==> config.mk <==
export PLATFORM = sky130hd
export DESIGN_NAME = ir_three_phase_frame_receiver
export DESIGN_NICKNAME = d
export VERILOG_FILES = /design/src/hdl/irtp_pkg.sv /design/src/hdl/ir_three_phase_frame_receiver.sv /design/src/hdl/irtp_core.sv
export SDC_FILE = /design/constraint.sdc
export NUM_CORES = 1
export LEC_CHECK = 0
export BUFFER_PORTS_ARGS = -buffer_cell sky130_fd_sc_hd__buf_2
export CAP_MARGIN = 20
export CORE_AREA = 2 2 88 107
export DETAILED_ROUTE_END_ITERATION = 7
export DIE_AREA = 0 0 90 109
export PLACE_DENSITY_LB_ADDON = 0.08
export SETUP_SLACK_MARGIN = 0.1
export SLEW_MARGIN = 20
export SYNTH_ARGS = -nofsm -noshare
export SYNTH_HDL_FRONTEND = slang
export SYNTH_SLANG_ARGS = --single-unit
==> constraint.sdc <==
create_clock -name clk -period 3.5 [get_ports clk]
set_input_delay 0.35 -clock clk [delete_from_list [all_inputs] [get_ports clk]]
set_output_delay 0.35 -clock clk [all_outputs]
set_load 0.02 [all_outputs]
==> src/hdl/irtp_pkg.sv <==
// Shared constants and types for the three-phase IR frame receiver.
package irtp_pkg;

    localparam int FRAME_BITS = 16;
    localparam int BITS_W     = $clog2(FRAME_BITS + 1);
    localparam int TICKS_W    = 16;
    localparam int PHASE_W    = 2;
    localparam int PAT_W      = 3;

    localparam logic [TICKS_W-1:0] TICKS_RESET     = 16'd800;
    localparam logic [PHASE_W-1:0] SAMPLES_PER_BIT = 2'd3;
    localparam logic [PAT_W-1:0]   PAT_ONE         = 3'b110;
    localparam logic [PAT_W-1:0]   PAT_ZERO        = 3'b100;

    typedef struct packed {
        logic                  valid;
        logic [FRAME_BITS-1:0] data;
        logic                  bad;
    } irtp_result_t;

endpackage

==> src/hdl/ir_three_phase_frame_receiver.sv <==
// A result is registered when the beat that completes or aborts its frame is decoded.
// Throughput: one input beat per cycle; one beat is decoded per cycle by the frame logic.
// The input stage stalls only while a finished result waits for m_axis_tready.
// Reset clears the frame state, both pipeline stages and sets third_bit_ticks to 800.
// Top level: input register, frame decode, output register and configuration register.
module ir_three_phase_frame_receiver (
    input  logic        clk,
    input  logic        rst_n,
    input  logic        s_axis_tvalid,
    output logic        s_axis_tready,
    input  logic [7:0]  s_axis_tdata,   // [0] line_level, [7:1] zero
    output logic        m_axis_tvalid,
    input  logic        m_axis_tready,
    output logic [15:0] m_axis_tdata,   // [15:0] frame_data
    output logic        m_axis_tuser,   // [0] bad_bit
    input  logic        cfg_we,
    input  logic [15:0] cfg_wdata
);
    import irtp_pkg::*;

    logic                  in_valid_reg;
    logic                  in_level_reg;
    logic                  out_valid_reg;
    logic [FRAME_BITS-1:0] out_data_reg;
    logic                  out_bad_reg;
    logic [TICKS_W-1:0]    ticks_reg;
    logic                  advance;
    logic                  step;
    irtp_result_t          result;

    assign advance       = !out_valid_reg || m_axis_tready;
    assign step          = in_valid_reg && advance;
    assign s_axis_tready = !in_valid_reg || advance;

    irtp_core u_core (
        .clk             (clk),
        .rst_n           (rst_n),
        .step            (step),
        .level           (in_level_reg),
        .third_bit_ticks (ticks_reg),
        .result          (result)
    );

    always_ff @(posedge clk or negedge rst_n)
    begin
        if (!rst_n)
        begin
            ticks_reg <= TICKS_RESET;
        end
        else if (cfg_we)
        begin
            ticks_reg <= cfg_wdata;
        end
    end

    always_ff @(posedge clk or negedge rst_n)
    begin
        if (!rst_n)
        begin
            in_valid_reg <= 1'b0;
        end
        else if (s_axis_tready)
        begin
            in_valid_reg <= s_axis_tvalid;
        end
    end

    always_ff @(posedge clk)
    begin
        if (s_axis_tready && s_axis_tvalid)
        begin
            in_level_reg <= s_axis_tdata[0];
        end
    end

    always_ff @(posedge clk or negedge rst_n)
    begin
        if (!rst_n)
        begin
            out_valid_reg <= 1'b0;
        end
        else if (advance)
        begin
            out_valid_reg <= in_valid_reg && result.valid;
        end
    end

    always_ff @(posedge clk)
    begin
        if (step && result.valid)
        begin
            out_data_reg <= result.data;
            out_bad_reg  <= result.bad;
        end
    end

    assign m_axis_tvalid = out_valid_reg;
    assign m_axis_tdata  = out_data_reg;
    assign m_axis_tuser  = out_bad_reg;

`ifndef SYNTHESIS
    a_bad_zero_data: assert property (@(posedge clk) disable iff (!rst_n)
        (m_axis_tvalid && m_axis_tuser) |-> (m_axis_tdata == '0))
        else $error("aborted frame carries nonzero data");

    a_out_from_step: assert property (@(posedge clk) disable iff (!rst_n)
        $rose(out_valid_reg) |-> $past(step))
        else $error("result appeared without a decoded beat");

    a_in_hold: assert property (@(posedge clk) disable iff (!rst_n)
        (in_valid_reg && !advance) |=> (in_valid_reg && $stable(in_level_reg)))
        else $error("input stage lost a beat while stalled");
`endif

endmodule

==> src/hdl/irtp_core.sv <==
// Frame state and per-beat decode: countdown, hunting, bit sampling and word assembly.
module irtp_core (
    input  logic                   clk,
    input  logic                   rst_n,
    input  logic                   step,
    input  logic                   level,
    input  logic [15:0]            third_bit_ticks,
    output irtp_pkg::irtp_result_t result
);
    import irtp_pkg::*;

    logic                  in_frame_reg, in_frame_next;
    logic [TICKS_W-1:0]    wait_reg, wait_next;
    logic [PHASE_W-1:0]    phase_reg, phase_next;
    logic [PAT_W-1:0]      pat_reg, pat_next;
    logic [BITS_W-1:0]     bits_reg, bits_next;
    logic [FRAME_BITS-1:0] word_reg, word_next;

    logic [TICKS_W-1:0]    third_wait;
    logic [TICKS_W-1:0]    half_ticks;
    logic [TICKS_W-1:0]    hunt_wait;
    logic [FRAME_BITS-1:0] shifted_word;
    logic [BITS_W-1:0]     bits_inc;
    logic                  pat_valid;

    assign third_wait   = (third_bit_ticks > 16'd1) ? third_bit_ticks - 16'd1 : '0;
    assign half_ticks   = third_bit_ticks >> 1;
    assign hunt_wait    = (half_ticks > 16'd1) ? half_ticks - 16'd1 : '0;
    assign pat_valid    = (pat_reg == PAT_ONE) || (pat_reg == PAT_ZERO);
    assign shifted_word = {word_reg[FRAME_BITS-2:0], pat_reg == PAT_ONE};
    assign bits_inc     = bits_reg + 1'b1;

    always_comb
    begin
        in_frame_next = in_frame_reg;
        wait_next     = wait_reg;
        phase_next    = phase_reg;
        pat_next      = pat_reg;
        bits_next     = bits_reg;
        word_next     = word_reg;
        result        = '0;

        if (wait_reg != '0)
        begin
            wait_next = wait_reg - 1'b1;
        end
        else if (in_frame_reg && (phase_reg != SAMPLES_PER_BIT))
        begin
            pat_next   = {pat_reg[PAT_W-2:0], level};
            phase_next = phase_reg + 1'b1;
            wait_next  = third_wait;
        end
        else if (in_frame_reg && pat_valid &&
                 (bits_inc != BITS_W'(FRAME_BITS)))
        begin
            // Bit accepted and more to come: this beat is the first sample of the next bit.
            word_next  = shifted_word;
            bits_next  = bits_inc;
            pat_next   = {{(PAT_W-1){1'b0}}, level};
            phase_next = 2'd1;
            wait_next  = third_wait;
        end
        else
        begin
            // Hunting check; a finished or aborted frame also checks on this same beat.
            if (in_frame_reg)
            begin
                result.valid = 1'b1;
                result.bad   = !pat_valid;
                result.data  = pat_valid ? shifted_word : '0;
                word_next    = shifted_word;
                bits_next    = bits_inc;
            end
            if (level)
            begin
                in_frame_next = 1'b1;
                bits_next     = '0;
                word_next     = '0;
                pat_next      = {{(PAT_W-1){1'b0}}, 1'b1};
                phase_next    = 2'd1;
                wait_next     = third_wait;
            end
            else
            begin
                in_frame_next = 1'b0;
                wait_next     = hunt_wait;
            end
        end
    end

    always_ff @(posedge clk or negedge rst_n)
    begin
        if (!rst_n)
        begin
            in_frame_reg <= 1'b0;
            wait_reg     <= '0;
            phase_reg    <= '0;
            pat_reg      <= '0;
            bits_reg     <= '0;
            word_reg     <= '0;
        end
        else if (step)
        begin
            in_frame_reg <= in_frame_next;
            wait_reg     <= wait_next;
            phase_reg    <= phase_next;
            pat_reg      <= pat_next;
            bits_reg     <= bits_next;
            word_reg     <= word_next;
        end
    end

endmodule

==> results of run 1 <==
## kinds of logic (layout without fill, tap and decap cells)
kind of cell / Yosys count / in the layout
adders and majority gates: 9 / 9
and+or+nand+nor: 220 / 220
xor gates and xnor gates: 28 / 28
DFF: 78 / 78
buffers and inverters: 34 / 69
muxes: 16 / 16
AOI/OAI and AO/OA: 70 / 70
## critical path: stages (launching register included)
cell      delay [ps]
dfrtp_1          420
inv_1            100
ha_1             210
nand2b_4          60
or3_1            360
or3_4            370
or4_4            560
nor2_4           250
and2_1           170
## cells in the mapped netlist (3+ instances only)
cell type	number	share of area
dfrtp_1	57	0.33
nand2b_1	9	0.013
mux2_2	14	0.037
clkbuf_1	23	0.020
nor2b_1	3	0.0043
a221oi_1	7	0.014
or3_1	3	0.0043
and2_1	18	0.026
o21ai_0	16	0.019
nand3_1	9	0.010
o31a_1	3	0.0061
a21oi_1	15	0.017
o21bai_1	3	0.0052
edfxtp_1	18	0.13
nand2_1	95	0.083
dfstp_2	3	0.018
inv_1	7	0.0061
a22o_1	4	0.0081
xor2_1	9	0.018
nand4b_1	3	0.0061
o22ai_1	7	0.010
nor3_1	17	0.020
a22oi_1	5	0.0087
nor4_1	6	0.0087
xnor2_1	19	0.039
nor2_1	30	0.026
nand4_1	9	0.013
ha_1	9	0.026
## metal layers
layer  wire length, µm  up-vias  track usage
met5                 0        -            0
met4               231        0       0.0978
met2              4790       69        0.373
met3               277       19       0.0401
li1                  -     1663            -
met1              3550     1531        0.221
## cell type report
type | instances | area [µm²] | area share
inverters | 7 | 26.3 | 0.00544
flip-flops and latches | 78 | 2050 | 0.424
clock buffers | 9 | 124 | 0.0257
well taps | 120 | 150 | 0.0311
multi-input cells | 343 | 2130 | 0.442
clock inverters | 7 | 97.6 | 0.0202
repair buffers | 46 | 248 | 0.0513
## per-stage QoR
stage / hold WS, ps / setup slack, ps / total power [µW] / util
after global placement: 446 / 892 / 1630 / 0.520
after detailed placement: 448 / 859 / 1640 / 0.520
after CTS: 155 / 839 / 2390 / 0.545
after floorplan: 54.4 / 439 / 1530 / -
final: -10.9 / 874 / 2370 / 0.546
after global routing: 28.3 / 716 / 2520 / 0.546
## power by group through the flow
stage	registers, µW	clock network [µW]	logic (µW)
detailed placement	1200	0	440
CTS	1180	763	443
floorplan	1140	0	391
global placement	1200	0	432
finish	1190	744	440
global route	1210	807	501
## final timing paths
check                                         start                  end  slack (ps)  cells past startpoint
max in group asynchronous                     rst_n   u_core.wait_reg[1]        2880                      2
min in group clk                    s_axis_tdata[0]         in_level_reg         170                      1
worst max-delay path             u_core.wait_reg[0]      m_axis_tdata[9]         870                      8
worst min register to register  u_core.word_reg[14]  u_core.word_reg[14]         470                      2
worst min-delay path                          rst_n    u_core.pat_reg[2]         -10                      1
worst max register to register   u_core.wait_reg[0]      m_axis_tdata[9]         870                      8
==> flow_summary.toml, run 1 <==
[outcome]
status = "finished, violations left"
violations = "negative hold slack"

[pwr]
p_sw_uw = 737
pwr_density_cell_nw_per_um2 = 491
p_comb_frac = 0.186
switching_share = 0.311
p_clk_frac = 0.314
leakagePower_uw = 0.00196
seqPwrFrac = 0.500
intPower_uw = 1630
ir_worst_vdd_uv = 213

[final_layout]
stdcell_area_um2 = 4830
final_common_cell = "nand2_1"
post_route_cells_drive_above_1_share = 0.184
stdcell_count = 610
layout_common_cells = "95 x nand2_1, 57 x dfrtp_1, 39 x buf_2"
syn_to_final_growth_pct = 11.7
antenna_cells = 0
fin_nets = 523
nFillCells = 827

[sta]
fin_crit_sh = 0.750
skew_ps = 10.0
tightest_slew_ps = 803
fmax_ghz = 0.381
period_needed_ps = 2630
setup_viol = 0
rsz0062_at_grt = "false"
hold_viol_final = 4
relSlewSlack = 0.463
tns_ps = 0
slew_viol_final = 0
worst_hold_slack_ps = -10.9

[detailed_routing]
drt_wl_total_um = 8840
ant_nets = 0
initialDrtViolationCount = 140
drt_pass1_iterations = 4
vias_per_cell = 5.38
route.vias.total = 3282
drc = 0
wl_per_cell_um = 14.5

[yosys]
synth_top_family_by_area = "simple AND/OR/NAND/NOR gates"
yosys.area_share.simple = 0.257
yosysSeqAreaShare = 0.474
ys_types = 56
synth-seq-cells = 78
ys_warn_count = 0
synthesis.area_um2 = 4320
synthXorXnorAreaFrac = 0.0568
syn-num-nets = 493
synthArstFlopShare = 0.769
synth-main-ff-cell = "dfrtp_1"
synthAdderAreaFrac = 0.0261
avgSynthCellArea_um2 = 9.49
syn_inst = 455
muxShareOfSynthArea = 0.0414
synth_compound_area_frac = 0.112
synth_edf_count = 18

[worst_setup_path]
worst_ep_required_time_ps = 3730
arrival_ps = 2850
crit_path_max_fanout = 15
end_kind = "flop"
path_class = "flop to flop"
start_kind = "flop"

[global_routing]
track_usage = 0.201
antenna_found_initial = 0
grt_pass1_vias = 3328
grt_pass1_wl_um = 15800
grt_max_degree = 47
grt_overflow = 0

[clocking]
cts_num_sinks = 78
ctsResizeCount = 0
path_clk_slew_ps = 80
htree_levels = 3
postCtsHoldBufs = 0
tritoncts = "yes"
clk_latency_ps = 360
clock_path_buffers = 2
postCtsSetupRepairBufs = 0
cts_buffers = 9
cts-root-buf = "clkbuf_8"

[floorplanning]
start_util = 0.488
rows = 38
core_area_um2 = 8840
ios = 48
die_x_um = 90
die_h_um = 109
die_area_um2 = 9810

[place]
dp_cells = 594
place_hpwl_um = 6610
finalWeightedCongestion = 0.900
placed_area_um2 = 4600
port-buffer-count = 40

[flow_run]
maxCapViolCount = 0

[hold_path]
min_path_type = "input port to async pin"
Note: power is estimated with default switching activity, not from simulation.
==> inputs of run 2 (changes only) <==
- ABC_AREA: unset -> 1
- CORE_AREA: 2 2 88 107 -> 2 2 92 112
- DIE_AREA: 0 0 90 109 -> 0 0 94 114
- clock period: 3.5 -> 2.5 ns (I/O delays scaled with it)
==> run 2 against run 1 <==
Critical path depth up 2. Wire length up 24%. Clock-buffer cell count up 2. Total power up 43%. Global-route usage up 3.1 points. Via count up 22%. Fmax up 22%. Critical endpoint is now u_core.wait_reg[9]. Design area up 9.9%. The flow now finishes without violations. Largest cell class unchanged.
==> flow_summary.toml, run 2 <==
[yosys]
synthesis.area_um2 = 4680
ys_warn_count = 0
yosysSeqAreaShare = 0.437
synthArstFlopShare = 0.769
synthTopCellsByCount = "153 x nand2_1, 79 x nor2_1, 69 x inv_1, 60 x nand3_1, 57 x dfrtp_1"
synth-main-ff-cell = "dfrtp_1"
avgSynthCellArea_um2 = 7.76
syn-num-nets = 642
ys_types = 37
synthTopCellsByArea = "dfrtp_1 30%, nand2_1 12%, edfxtp_1 12%"
syn_inst = 604
synth_top_cell_by_area = "dfrtp_1"
synthMostInstantiatedCell = "nand2_1"
synth_edf_count = 18
synth-seq-cells = 78
synth_top_area_share = 0.304

[worst_setup_path]
rrSetupSlack_ps = 350
reg2reg_to = "u_core.wait_reg[9]"
end_kind = "flop"
start_kind = "flop"
worst_ep_required_time_ps = 2760
path_class = "flop to flop"
crit_path_max_fanout = 8
worstRegToRegCells = 10
r2r_start = "ticks_reg[1]"
crit_path_end = "u_core.wait_reg[9]"
arrival_ps = 2410
crit_start = "ticks_reg[1]"

[pwr]
p_total_uw = 3390
pwr_density_cell_nw_per_um2 = 640
p_sw_uw = 995
leakagePower_uw = 0.00231
ir_worst_vdd_uv = 348
p_comb_frac = 0.168
seqPwrFrac = 0.461
p_clk_frac = 0.371
switching_share = 0.293
intPower_uw = 2400

[sta]
skew_ps = 5.71
hold_viol_final = 0
fin_crit_sh = 0.860
period_needed_ps = 2150
relSlewSlack = 0.468
tns_ps = 0
worst_hold_slack_ps = 88.0
fmax_ghz = 0.465
rsz0062_at_grt = "false"
tightest_slew_ps = 798
slew_viol_final = 0
setup_ws_ps = 350
setup_viol = 0

[final_layout]
final_common_cell = "nand2_1"
fin_util = 0.544
antenna_cells = 0
fin_nets = 688
nFillCells = 951
post_route_cells_drive_above_1_share = 0.153
multi_input_area_um2 = 2260
register_area_um2 = 2050
layout_common_cells = "153 x nand2_1, 79 x nor2_1, 69 x inv_1"
syn_to_final_growth_pct = 13.2

[floorplanning]
die_area_um2 = 10700
ios = 48
start_util = 0.480
core_area_um2 = 9760
rows = 40
die_x_um = 94
die_h_um = 114

[global_routing]
antenna_found_initial = 0
track_usage = 0.231
grt_overflow = 0
grt_pass1_vias = 4041
grt_max_degree = 61
grt_pass1_wl_um = 19400

[clocking]
tritoncts = "yes"
cts-root-buf = "clkbuf_16"
clk_latency_ps = 330
cts_buffers = 9
cts_num_sinks = 78
htree_levels = 3
clock_path_buffers = 2
postCtsHoldBufs = 0
ctsResizeCount = 0
path_clk_slew_ps = 60
postCtsSetupRepairBufs = 0

[place]
port-buffer-count = 40
place_hpwl_um = 8120
dp_slack_ps = 390
finalWeightedCongestion = 0.977

[detailed_routing]
vias_per_cell = 5.12
ant_nets = 0
drc = 0
initialDrtViolationCount = 154
wl_per_cell_um = 14.1
route.vias.total = 3999
drt_pass1_iterations = 4
drt_wl_total_um = 11000

[outcome]
status = "complete, no violations"

[flow_run]
maxCapViolCount = 0

[hold_path]
min_path_type = "input port to async pin"
run 2: cell types whose count changed in the layout (fill, tap and decap cells not counted), sizes merged, moves of 10 or more:
| cell | before | now |
|---|---|---|
| and2 | 18 | 0 |
| inv | 8 | 75 |
| mux2 | 15 | 1 |
| nand2 | 96 | 157 |
| nand2b | 10 | 0 |
| nand3 | 9 | 62 |
| nor2 | 31 | 85 |
| nor3 | 20 | 8 |
| o21ai | 16 | 49 |
| xnor2 | 19 | 5 |
| xor2 | 9 | 19 |
run 2: per-stage QoR:
| step | std cells | cell area, µm² |
|---|---|---|
| after floorplan | 604 | 4680 |
| after global placement | 765 | 5020 |
| after detailed placement | 765 | 5020 |
| after CTS | 781 | 5310 |
| after global routing | 781 | 5310 |
| final | 781 | 5310 |
run 2: worst min path at each step:
stage	start	end	slack, ps	cells past startpoint
after global placement	s_axis_tdata[0]	in_level_reg	430	1
after CTS	s_axis_tdata[0]	in_level_reg	80	1
after floorplan	rst_n	in_valid_reg	-50	0
after detailed placement	s_axis_tdata[0]	in_level_reg	430	1
after global routing	s_axis_tdata[0]	in_level_reg	80	1
final	rst_n	u_core.word_reg[4]	90	2
run 2: area by class of cell:
class	instances	area share
multi-input combinational	436	0.426
sequential	78	0.386
inverter	75	0.0531
timing repair buffer	50	0.0519
clock buffer	11	0.0439
tap	126	0.0297
clock inverter	5	0.00943
run 2: cell families (layout without fill, tap and decap cells):
kind of cell             after synthesis  after routing  share of synthesized area
flip-flops                            78             78                      0.437
adder cells (fa/ha/maj)                9              9                     0.0240
multiplexers                           1              1                    0.00240
XOR/XNOR                              24             24                     0.0449
AO/OA/AOI/OAI                         76             76                      0.101
buffers and inverters                 90            141                     0.0804
AND/OR/NAND/NOR                      326            326                      0.311
run 2: worst max-delay path, stage by stage, from the launching register on:
cell	delay, ps
dfrtp_1	380
inv_1	240
ha_1	350
nand2_1	170
nor2_1	290
inv_1	100
o21ai_0	160
nand3_1	100
nand2_1	70
nand3_1	80
a21oi_1	130
run 2: layer usage:
metal	GRT usage	part of all wire
met5	0	0
met1	0.269	0.42
met4	0.105	0.036
met3	0.0416	0.025
met2	0.412	0.52
run 2: power groups by stage:
stage	Clock [µW]	Sequential (µW)	Combinational (µW)
after CTS	1300	1560	571
final	1260	1570	569
after detailed placement	0	1580	567
after floorplan	0	1550	432
after global routing	1350	1580	660
after global placement	0	1580	561
